--- src/sed_pkg.sv ---
// Shared types, constants and helpers for the Sobel edge magnitude block.
// Used by the controller, the datapath, the root unit and the top level.
// No dependencies.
package sed_pkg;

  // Build-time defaults for the largest frame the line stores hold.
  localparam int DEF_MAX_WIDTH  = 1024;
  localparam int DEF_MAX_HEIGHT = 1024;

  // Field widths.
  localparam int PIX_W      = 8;   // grey pixel and edge strength
  localparam int CENTRE_W   = 10;  // reported centre row and column
  localparam int CFG_DATA_W = 11;  // frame_width / frame_height registers
  localparam int CFG_ADDR_W = 1;
  localparam int DIM_W      = 13;  // holds any clamped dimension up to 4096
  localparam int GRAD_W     = 11;  // raw Sobel sum, signed
  localparam int GSH_W      = 9;   // Sobel sum after the floor shift, signed
  localparam int SUMSQ_W    = 17;  // gx^2 + gy^2
  localparam int RAD_W      = 18;  // radicand padded to whole bit pairs
  localparam int ROOT_W     = RAD_W / 2;
  localparam int IN_TDATA_W  = 8;
  localparam int OUT_TDATA_W = 32;

  // Configuration register indexes.
  localparam logic [CFG_ADDR_W-1:0] REG_FRAME_WIDTH  = 1'd0;
  localparam logic [CFG_ADDR_W-1:0] REG_FRAME_HEIGHT = 1'd1;

  localparam logic [CFG_DATA_W-1:0] FRAME_DIM_RST = 11'd1024;
  localparam logic [DIM_W-1:0]      MIN_DIM       = 13'd3;

  // Controller -> datapath commands.
  typedef struct packed {
    logic in_ready;    // idle, input may transfer
    logic accept;      // input transfer this cycle
    logic grad;        // write line stores, shift window, form gx/gy
    logic square;      // form gx^2 + gy^2
    logic root_start;  // launch the square root
    logic out_load;    // load the output register
  } sed_cmd_t;

  // Datapath -> controller status.
  typedef struct packed {
    logic in_valid;    // input side offers a pixel
    logic has_result;  // accepted pixel completes a window
    logic root_done;   // root is ready (one-cycle pulse)
    logic out_free;    // output register empty or draining
  } sed_sts_t;

  // Clamp a dimension register to [3, hi].
  function automatic logic [DIM_W-1:0] clamp_dim(input logic [CFG_DATA_W-1:0] v,
                                                 input logic [DIM_W-1:0] hi);
    logic [DIM_W-1:0] ext;
    ext = DIM_W'(v);
    if (ext < MIN_DIM) begin
      return MIN_DIM;
    end else if (ext > hi) begin
      return hi;
    end
    return ext;
  endfunction

endpackage

--- src/sed_ctrl.sv ---
// Controller state machine: sequences accept, gradient, square, root and
// output load for one pixel at a time. Depends on sed_pkg.
module sed_ctrl
  import sed_pkg::*;
(
  input  logic     clk,
  input  logic     rst_n,
  input  sed_sts_t sts,
  output sed_cmd_t cmd
);

  localparam logic [2:0] S_IDLE   = 3'd0;
  localparam logic [2:0] S_GRAD   = 3'd1;
  localparam logic [2:0] S_SQUARE = 3'd2;
  localparam logic [2:0] S_START  = 3'd3;
  localparam logic [2:0] S_ROOT   = 3'd4;
  localparam logic [2:0] S_OUT    = 3'd5;

  logic [2:0] state_r, state_nxt;

  always_comb begin
    cmd       = '0;
    state_nxt = state_r;
    unique case (state_r)
      S_IDLE: begin
        cmd.in_ready = 1'b1;
        cmd.accept   = sts.in_valid;
        if (sts.in_valid) begin
          state_nxt = S_GRAD;
        end
      end
      S_GRAD: begin
        cmd.grad  = 1'b1;
        state_nxt = sts.has_result ? S_SQUARE : S_IDLE;
      end
      S_SQUARE: begin
        cmd.square = 1'b1;
        state_nxt  = S_START;
      end
      S_START: begin
        cmd.root_start = 1'b1;
        state_nxt      = S_ROOT;
      end
      S_ROOT: begin
        if (sts.root_done) begin
          state_nxt = S_OUT;
        end
      end
      S_OUT: begin
        if (sts.out_free) begin
          cmd.out_load = 1'b1;
          state_nxt    = S_IDLE;
        end
      end
      default: begin
        state_nxt = S_IDLE;
      end
    endcase
  end

  always_ff @(posedge clk) begin
    if (!rst_n) begin
      state_r <= S_IDLE;
    end else begin
      state_r <= state_nxt;
    end
  end

  a_accept_to_grad: assert property (@(posedge clk) disable iff (!rst_n)
    cmd.accept |=> (state_r == S_GRAD))
    else $error("accepted pixel not followed by gradient step");

  a_done_in_root: assert property (@(posedge clk) disable iff (!rst_n)
    sts.root_done |-> (state_r == S_ROOT))
    else $error("root finished outside the root wait state");

endmodule

--- config.mk ---
export PLATFORM = sky130hd
export DESIGN_NAME = sed_ctrl
export DESIGN_NICKNAME = d
export VERILOG_FILES = /design/src/sed_pkg.sv /design/src/sed_ctrl.sv
export SDC_FILE = /design/constraint.sdc
export NUM_CORES = 1
export LEC_CHECK = 0
export BUFFER_PORTS_ARGS = -buffer_cell sky130_fd_sc_hd__buf_2
export CAP_MARGIN = 20
export CELL_PAD_IN_SITES_DETAIL_PLACEMENT = 0
export CELL_PAD_IN_SITES_GLOBAL_PLACEMENT = 1
export CORE_AREA = 2 2 39 41
export DETAILED_ROUTE_END_ITERATION = 16
export DIE_AREA = 0 0 41 43
export PLACE_DENSITY_LB_ADDON = 0.1
export SKIP_LAST_GASP = 1
export SLEW_MARGIN = 10
export SYNTH_ARGS = -nofsm -noshare
export SYNTH_HDL_FRONTEND = slang
export SYNTH_SLANG_ARGS = --single-unit
--- constraint.sdc ---
create_clock -name clk -period 1.5 [get_ports clk]
set_clock_uncertainty 0.15 [all_clocks]
set_input_delay 0.075 -clock clk [delete_from_list [all_inputs] [get_ports clk]]
set_output_delay 0.075 -clock clk [all_outputs]
set_load 0.01 [all_outputs]
==> summary.md, run 1 <==
| Metric | Value |
|---|---|
| Status | `finished, final reports clean` |
| Largest register FFs | `3` |
| Switching power as a share of total power | `24.94%` |
| Clock slew at the register clock pins of the worst setup and hold paths | `0.04 ns` |
| Arrival time at the worst endpoint | `1.16 ns` |
| Highest achievable clock rate | `around 720 MHz` |
| Worst Setup Slack, final | `between 0.1 and 0.15 ns` |
| Number of distinct library cells after synthesis | `17` |
| Power per Cell Area | `883.0 mW/mm2` |
| Std cell rows | `14` |
| Simple-Gate Fraction of Synth Area | `44.65%` |
| Yosys warns | `0` |
| Setup Buffers After CTS | `0` |
| Die Wd | `41 um` |
| Leading cell types by count after synthesis | `3 x sky130_fd_sc_hd__dfxtp_1, 2 x sky130_fd_sc_hd__mux2i_1, 2 x sky130_fd_sc_hd__nand2_1, 2 x sky130_fd_sc_hd__nor2b_2, 2 x sky130_fd_sc_hd__nor3b_1` |
| Clock tree from TritonCTS | `done` |
| Final Hold Viols | `0` |
| Final routed wirelength across all metal layers | `480 um` |
| Worst setup EP type | `primary output` |
| Area share of the leading cell type in the synthesized netlist | `30.19%` |
| Hold Path Class | `in2reg` |
| Number of maximum-capacitance violations | `0` |
| Growth of design area from synthesis to finish | `63.52%` |
| Residual DRC count | `0` |
| Number of antenna violations at the first check in global routing | `0` |
| Count of clock tree sinks | `3` |
| Setup violation total in the final timing report | `0` |
| Average instance area after synthesis | `8.650 um2` |
| Routed length per placed instance | `8.571 um` |
| Ys async rst share | `0%` |
| Total power consumption of the routed design | `287.3 uW` |
| Tmin final | `1.384 ns` |
| Gp weighted congestion | `between 0.6 and 0.7` |
| Die Outline Area | `0.001763 mm2` |
| Post-CTS Hold Buffers | `3` |
| Vias in the first global route | `approximately 200` |
| Sequential Power Share | `32.8%` |
| Number of placed I/O pins | `12` |
| Critical path startpoint category | `flip-flop` |
| Post-DP HPWL | `379 um` |
| Hold Worst Slack | `0.05297 ns` |
| Total GRT Usage | `7.214%` |
| Master cell of the clock root buffer | `sky130_fd_sc_hd__clkbuf_4` |
| Internal power of the cells | `215.6 uW` |
| Synth Area in Compound Gates | `a little over a tenth` |
| H-tree depth | `1` |
| Port Buf Inserts | `11` |
| Maximum number of buffers from clock root to sink | `2` |
| Dominant combinational cell family by area after synthesis | `simple AND/OR/NAND/NOR gates` |
| Total of cells resized after clock tree synthesis | `0` |
| Pre-CTS setup slack | `0.3551 ns` |
| Worst Hold Path Cells | `4` |
| Final Cycle Share | `92.25%` |
| Skew-Pair Late Insertion Delay | `0.23 ns` |
| Share of final-layout standard cells stronger than drive strength 1 | `47.50%` |
| Transition time at the pin with the least slew margin | `0.3024 ns` |
| Total Negative Setup Slacks | `0 ns` |
| First-pass GRT wire length | `759 um` |
| Layout fillers | `166` |
| DR vias/cell | `3.804` |
| First-pass detailed-route iteration total | `1` |
| N_diodes | `0` |
| Cell taking the most area after synthesis | `sky130_fd_sc_hd__dfxtp_1` |
| Most area-consuming cells after synthesis | `sky130_fd_sc_hd__dfxtp_1 30%, sky130_fd_sc_hd__mux2i_1 10%, sky130_fd_sc_hd__nor2b_2 8.8%` |
| Static Leakage | `0.0001523 uW` |
| Most used standard cell by instance count after synthesis | `sky130_fd_sc_hd__dfxtp_1` |
| Sequential fraction of the synthesis area | `a little under a third` |
| Largest net degree at the start of global routing | `9` |
| Clock network fraction of design power | `48.6%` |
| Share of synthesized area spent on multiplexers | `between 10% and 20%` |
| Routed Antenna Nets | `0` |
| Number of instances in the synthesized netlist | `23` |
| Kind of critical path | `reg2out` |
| Starting density of the core | `14.38%` |
| Worst-path maximum fanout | `8` |
| Register containing the most flip-flops in the final layout | `state_r` |
| Net count after synthesis | `29` |
| Combinational group share of total power | `18.6%` |
| Number of enable-type register cells in the synthesized netlist | `0` |
| Number of nets at the end of the flow | `47` |
| R2R cell count | `3` |
| Detailed-route via count | `213` |
| Required time at the worst-slack endpoint | `1.27 ns` |
| Leading register cell type out of synthesis | `sky130_fd_sc_hd__dfxtp_1` |
| Relative slew slack | `79.81%` |
| Regs by FF count | `state_r: 3 flops` |
| Grt total ovfl | `0` |
| Worst IR Drop VDD | `about 0.00027 V` |
| Number of buffers inserted during clock tree synthesis | `3` |
| Max-slew violation count | `0` |
| Placeable Area | `between 0.001 and 0.0015 mm2` |
| Net Sw Power | `71.63 uW` |
| DRC violation total after the first TritonRoute iteration | `0` |
| Vertical die dimension | `43 um` |
| Flip-flop and latch count after synthesis | `3` |
| XOR/XNOR share of the synthesized area | `0%` |
| Adder-cell area share of the yosys netlist | `0%` |
| Unrepaired setup endpoints after global routing | `false` |
| Post-synthesis instance area | `198.9 um2` |
layout by cell type (no fill, tap or decap), drive strengths merged:
cell / n
a21oi: 1
and2: 2
and3: 1
and3b: 1
buf: 11
clkbuf: 4
dfxtp: 3
dlygate4sd3: 3
inv: 1
mux2i: 2
nand2: 2
nor2: 1
nor2b: 3
nor3: 1
nor3b: 2
o211ai: 1
o21ai: 1
critical path, stage by stage (launching register included):
cell	delay, ns
sky130_fd_sc_hd__dfxtp_1	0.48
sky130_fd_sc_hd__nor2_1	0.11
sky130_fd_sc_hd__and2_2	0.20
sky130_fd_sc_hd__buf_2	0.13
logic make-up after synthesis:
kind of cell,Yosys count
flip-flops,3
AO/OA/AOI/OAI,3
AND/OR/NAND/NOR,13
multiplexers,2
buffers and inverters,2
cell type report:
| cell class | instances | area [um2] | share of cell area (%) |
|---|---|---|---|
| multi-input combinational | 18 | 130.1 | 40.00 |
| clock buffer | 4 | 26.28 | 8.077 |
| inverter | 1 | 3.754 | 1.154 |
| sequential | 3 | 60.06 | 18.46 |
| tap | 16 | 20.02 | 6.154 |
| timing repair buffer | 14 | 85.08 | 26.15 |
through the flow:
stage | cell area [um2] | instances | utilization [%]
detailed placement | 269.0 | 49 | 19.44
floorplan | 198.9 | 23 | -
global placement | 269.0 | 49 | 19.44
global route | 325.3 | 56 | 23.51
CTS | 325.3 | 56 | 23.51
finish | 325.3 | 56 | 23.51
power by group through the flow:
| stage | combinational [uW] | sequential (uW) | clock, uW |
|---|---|---|---|
| 2_1_floorplan | 33.9 | 89.4 | 0 |
| 3_3_place_gp | 49.2 | 95.9 | 0 |
| 3_5_place_dp | 48.4 | 95.5 | 0 |
| 4_1_cts | 54.7 | 94.2 | 146 |
| 5_1_grt | 60.9 | 95.4 | 159 |
| 6_report | 53.4 | 94.1 | 140 |
worst paths after layout:
| kind | from | end | slack (ns) |
|---|---|---|---|
| max | state_r[0] | cmd[2] | 0.12 |
| min | sts[0] | state_r[2] | 0.05 |
| max reg2reg | state_r[0] | state_r[2] | 0.41 |
| min reg2reg | state_r[2] | state_r[1] | 0.37 |
routing by layer:
metal | wire (um) | vias up | track usage (%) | share of wire (%)
met1 | 236 | 89 | 7.029 | 49
met4 | 0 | 0 | 8.000 | 0
met5 | 0 | - | 0 | 0
met3 | 40 | 0 | 4.712 | 8.3
met2 | 204 | 13 | 9.063 | 43
li1 | - | 111 | - | -
No activity file was read; power rests on OpenSTA's default activity.
==> inputs of run 2 (changes only) <==
CTS_BUF_LIST = sky130_fd_sc_hd__clkbuf_16   (was unset)
PLACE_DENSITY = 0.51   (was unset)
PLACE_DENSITY_LB_ADDON = unset   (was 0.1)
==> run 2 against run 1 <==
Net effect:
- register-to-register slack about the same
- sequential power about the same
- largest power group unchanged
- worst setup slack better by 0.021 ns
- global-route usage down 0.10 points
- routed wire length up 5.2%
- critical path type unchanged
- count of clock-buffer cells in the layout shrank 1
- sequential cell count is the same
==> summary.md, run 2 (same netlist as run 1, synthesis figures left out) <==
| Metric | Value |
|---|---|
| Number of placed I/O pins | `12` |
| DR vias/cell | `roughly 3.8` |
| Total Negative Setup Slacks | `0 ns` |
| Grt total ovfl | `0` |
| Worst Hold Path Cells | `3` |
| Layout fillers | `roughly 150` |
| Final Hold Viols | `0` |
| Highest achievable clock rate | `733.9 MHz` |
| Largest net degree at the start of global routing | `9` |
| Total GRT Usage | `7.114%` |
| Total of cells resized after clock tree synthesis | `0` |
| Arrival time at the worst endpoint | `1.14 ns` |
| Cell Area, Placed | `269.0 um2` |
| Final routed wirelength across all metal layers | `505 um` |
| Worst-path maximum fanout | `6` |
| Top library cells by usage in the layout, fill and taps aside | `11 x sky130_fd_sc_hd__buf_2, 3 x sky130_fd_sc_hd__clkbuf_16, 3 x sky130_fd_sc_hd__dfxtp_1` |
| Static Leakage | `roughly 0.00018 uW` |
| Hold Path Class | `in2reg` |
| Hold Worst Slack | `a little under 0.02 ns` |
| Number of nets at the end of the flow | `46` |
| Count of clock tree sinks | `3` |
| Transition time at the pin with the least slew margin | `around 0.3 ns` |
| Post-DP HPWL | `357.5 um` |
| N_diodes | `0` |
| Growth of design area from synthesis to finish | `84.91%` |
| Vias in the first global route | `172` |
| Unrepaired setup endpoints after global routing | `false` |
| Placeable Area | `0.001384 mm2` |
| Post-CTS Hold Buffers | `2` |
| Clock slew at the register clock pins of the worst setup and hold paths | `0.03 ns` |
| Port Buf Inserts | `11` |
| Post-Layout Inst Area | `approximately 370 um2` |
| Die Outline Area | `roughly 0.0018 mm2` |
| Residual DRC count | `0` |
| Number of maximum-capacitance violations | `0` |
| Power per Cell Area | `~1500 mW/mm2` |
| Clock tree from TritonCTS | `done` |
| First-pass GRT wire length | `738 um` |
| Skew-Pair Late Insertion Delay | `0.22 ns` |
| Worst setup EP type | `primary output` |
| Kind of critical path | `reg2out` |
| Largest register FFs | `3` |
| Number of buffers inserted during clock tree synthesis | `3` |
| Maximum number of buffers from clock root to sink | `2` |
| Number of antenna violations at the first check in global routing | `0` |
| First-pass detailed-route iteration total | `3` |
| Worst IR Drop VDD | `approximately 0.00044 V` |
| Most frequent standard cell in the layout excluding fill and tap cells | `sky130_fd_sc_hd__buf_2` |
| Regs by FF count | `state_r: 3 flops` |
| Gp weighted congestion | `about 0.61` |
| Status | `finished, final reports clean` |
| Std cell rows | `14` |
| Final Cycle Share | `90.84%` |
| Die Wd | `41 um` |
| Routed length per placed instance | `9.182 um` |
| Master cell of the clock root buffer | `sky130_fd_sc_hd__clkbuf_16` |
| Critical path startpoint category | `flip-flop` |
| Required time at the worst-slack endpoint | `1.27 ns` |
| Total power consumption of the routed design | `565.8 uW` |
| R2R cell count | `2` |
| Share of final-layout standard cells stronger than drive strength 1 | `between 40% and 50%` |
| Setup violation total in the final timing report | `0` |
| Starting density of the core | `~14%` |
| Vertical die dimension | `43 um` |
| Detailed-route via count | `207` |
| Relative slew slack | `80.34%` |
| Setup Buffers After CTS | `0` |
| Max-slew violation count | `0` |
| Routed Antenna Nets | `0` |
| Tmin final | `1.363 ns` |
| DRC violation total after the first TritonRoute iteration | `4` |
| H-tree depth | `1` |
| Register containing the most flip-flops in the final layout | `state_r` |
[run 2: changes by cell type in the layout (fill, tap and decap cells not counted)]
cell / before / now
sky130_fd_sc_hd__clkbuf_4: 3 / 0
sky130_fd_sc_hd__clkbuf_1: 1 / 0
sky130_fd_sc_hd__inv_1: 1 / 2
sky130_fd_sc_hd__clkbuf_16: 0 / 3
sky130_fd_sc_hd__dlygate4sd3_1: 3 / 2
[run 2: critical path: stages, from the launching register on]
cell	delay, ns
sky130_fd_sc_hd__dfxtp_1	0.40
sky130_fd_sc_hd__nor2b_2	0.23
sky130_fd_sc_hd__and3_1	0.17
sky130_fd_sc_hd__buf_2	0.12
[run 2: report_power, final]
| group | total (uW) | internal (uW) | switching [uW] |
|---|---|---|---|
| combinational | 52.1 | 29.7 | 22.4 |
| sequential | 94.2 | 84.8 | 9.41 |
| clock | 419 | 344 | 75.5 |
| total | 566 | 458 | 107 |
[run 2: area by class of cell]
class | instances | area [um2] | share of cell area, %
clock inverters | 1 | 3.754 | 1.020
flip-flops and latches | 3 | 60.06 | 16.33
multi-input cells | 18 | 130.1 | 35.37
clock buffers | 3 | 75.07 | 20.41
repair buffers | 13 | 75.07 | 20.41
well taps | 16 | 20.02 | 5.442
inverters | 1 | 3.754 | 1.020
[run 2: final timing paths]
kind | from | slack (ns) | to
max | state_r[2] | 0.14 | cmd[0]
min reg2reg | state_r[2] | 0.38 | state_r[1]
max reg2reg | state_r[0] | 0.42 | state_r[0]
min | sts[1] | 0.02 | state_r[0]
[run 2: per-layer routing]
layer	GRT usage, %	routed length (um)	part of all wire (%)
met3	5.236	85	17
met4	8.000	14	2.8
met2	6.875	173	34
met5	0	0	0
met1	8.626	232	46
[run 2: stage by stage]
step	cells	setup slack, ns	utilization [%]
finish	55	0.1374	26.58
global route	55	0.07958	26.58
CTS	55	0.1282	26.58
detailed placement	49	0.3739	19.44
global placement	49	0.3685	19.44
floorplan	23	0.3805	-
==> inputs of run 3 (changes only) <==
--- a/constraint.sdc
+++ b/constraint.sdc
@@ -3,3 +3,3 @@
 set_input_delay 0.075 -clock clk [delete_from_list [all_inputs] [get_ports clk]]
 set_output_delay 0.075 -clock clk [all_outputs]
-set_load 0.01 [all_outputs]
+set_load 0.02 [all_outputs]
==> run 3 against run 2 <==
Net effect:
- combinational power increased by 19%
- critical path type unchanged
- global-route usage rose by 1.0 points
- critical path depth down 1
==> summary.md, run 3 (same netlist as run 1, synthesis figures left out) <==
| Metric | Value |
|---|---|
| Hold Path Class | `in2reg` |
| Detailed-route via count | `around 210` |
| Register containing the most flip-flops in the final layout | `state_r` |
| Total Negative Setup Slacks | `0 ns` |
| First-pass GRT wire length | `876 um` |
| Area of the multi-input gates | `135.1 um2` |
| Final Cycle Share | `92.67%` |
| Number of placed I/O pins | `12` |
| Final Util | `27.67%` |
| Final Hold Viols | `0` |
| Largest register FFs | `3` |
| N_diodes | `0` |
| Number of buffers inserted during clock tree synthesis | `3` |
| Worst path buffer plus inverter count | `1` |
| Largest net degree at the start of global routing | `9` |
| Residual DRC count | `0` |
| Maximum number of buffers from clock root to sink | `2` |
| Placeable Area | `0.001384 mm2` |
| Gp weighted congestion | `0.6199` |
| Vias in the first global route | `209` |
| Critical path startpoint category | `flip-flop` |
| Transition time at the pin with the least slew margin | `0.3201 ns` |
| Routed length per placed instance | `9.054 um` |
| Static Leakage | `0.0001799 uW` |
| Std cell rows | `14` |
| Worst path top cell family by delay | `flip-flops` |
| Arrival time at the worst endpoint | `1.16 ns` |
| Required time at the worst-slack endpoint | `1.27 ns` |
| Vertical die dimension | `43 um` |
| Status | `finished, final reports clean` |
| DR vias/cell | `approximately 3.8` |
| Number of antenna violations at the first check in global routing | `0` |
| Skew-Pair Late Insertion Delay | `0.22 ns` |
| Cell Area, Placed | `269.0 um2` |
| DRC violation total after the first TritonRoute iteration | `1` |
| Max-slew violation count | `0` |
| Final routed wirelength across all metal layers | `507 um` |
| Clock tree from TritonCTS | `done` |
| Post-Layout Inst Area | `382.9 um2` |
| Share of final-layout standard cells stronger than drive strength 1 | `47.50%` |
| Cells along the critical path | `and3b_1 > buf_2` |
| Number of maximum-capacitance violations | `0` |
| Routed Antenna Nets | `0` |
| Max incr delay on CP | `~0.50 ns` |
| Count of clock tree sinks | `3` |
| First-pass detailed-route iteration total | `3` |
| Number of nets at the end of the flow | `47` |
| Regs by FF count | `state_r: 3 flops` |
| Total area of sequential cells | `60.06 um2` |
| Hold Worst Slack | `0.06900 ns` |
| Worst IR Drop VDD | `0.0005207 V` |
| Die Wd | `~40 um` |
| Starting density of the core | `roughly 14%` |
| H-tree depth | `1` |
| Growth of design area from synthesis to finish | `92.45%` |
| Master cell of the clock root buffer | `sky130_fd_sc_hd__clkbuf_16` |
| Setup violation total in the final timing report | `0` |
| Master of the slowest instance on the critical path | `sky130_fd_sc_hd__dfxtp_1` |
| Worst setup EP type | `primary output` |
| Top library cells by usage in the layout, fill and taps aside | `11 x sky130_fd_sc_hd__buf_2, 3 x sky130_fd_sc_hd__clkbuf_16, 3 x sky130_fd_sc_hd__dlygate4sd3_1, 3 x sky130_fd_sc_hd__dfxtp_1` |
| GR Util met2 | `approximately a tenth` |
| Worst-path maximum fanout | `8` |
| Global routing's busiest layer | `met2` |
| Grt total ovfl | `0` |
| Power per Cell Area | `1501 mW/mm2` |
| Highest achievable clock rate | `719.4 MHz` |
| Clock slew at the register clock pins of the worst setup and hold paths | `about 0.030 ns` |
| Port Buf Inserts | `11` |
| Tmin final | `1.390 ns` |
| Total GRT Usage | `8.124%` |
| Global-route track usage on met3 | `between 4 and 5%` |
| Kind of critical path | `reg2out` |
| Unrepaired setup endpoints after global routing | `false` |
| Met1 demand-to-capacity share in global routing | `between 8 and 9%` |
| Die Outline Area | `0.001763 mm2` |
| Layout fillers | `154` |
| Setup Buffers After CTS | `0` |
| Most frequent standard cell in the layout excluding fill and tap cells | `sky130_fd_sc_hd__buf_2` |
| Relative slew slack | `78.63%` |
-- run 3: per-layer routing --
layer	share of wire, %	wire [um]	up-vias
li1	-	-	111
met1	50	254	87
met2	36	180	13
met3	10	53	2
met4	3.7	19	0
met5	0	0	-
-- run 3: through the flow --
stage / instances / setup WS [ns] / total power [uW]
global placement: 49 / 0.3025 / 152.0
finish: 56 / 0.1100 / 574.6
floorplan: 23 / 0.1814 / 131.5
CTS: 56 / 0.08122 / 584.5
detailed placement: 49 / 0.3312 / 151.6
global route: 56 / 0.008670 / 600.0
-- run 3: area by class of cell --
type	count	area share, %
inverter	1	0.9804
clock inverter	1	0.9804
tap	16	5.229
clock buffer	3	19.61
sequential	3	15.69
multi-input combinational	18	35.29
timing repair buffer	14	22.22
-- run 3: power breakdown --
group | switching, uW | internal (uW)
registers | 10.0 | 84.8
clock network | 73.8 | 344
logic | 30.3 | 31.9
total | 114 | 460
-- run 3: worst paths after layout --
path / slack (ns) / from / endpoint / cells after the start
setup / recovery: 0.11 / state_r[1] / cmd[1] / 2
setup reg to reg: 0.39 / state_r[1] / state_r[2] / 3
hold reg to reg: 0.40 / state_r[2] / state_r[1] / 1
hold / removal: 0.07 / sts[0] / state_r[2] / 4
-- run 3: worst reg2reg max path, cell delays in order, from the launching register on --
cell and delay [ns]:
sky130_fd_sc_hd__dfxtp_1 0.50, sky130_fd_sc_hd__and3b_1 0.27, sky130_fd_sc_hd__a21oi_2 0.05, sky130_fd_sc_hd__nor2b_2 0.09
-- run 3: what timing repair did --
item / CTS / global route
gates resized for setup: 0 / 1
endpoints found under the setup margin: 0 / 1
hold buffers: 3 / 0
hold endpoints to repair: 2 / 0
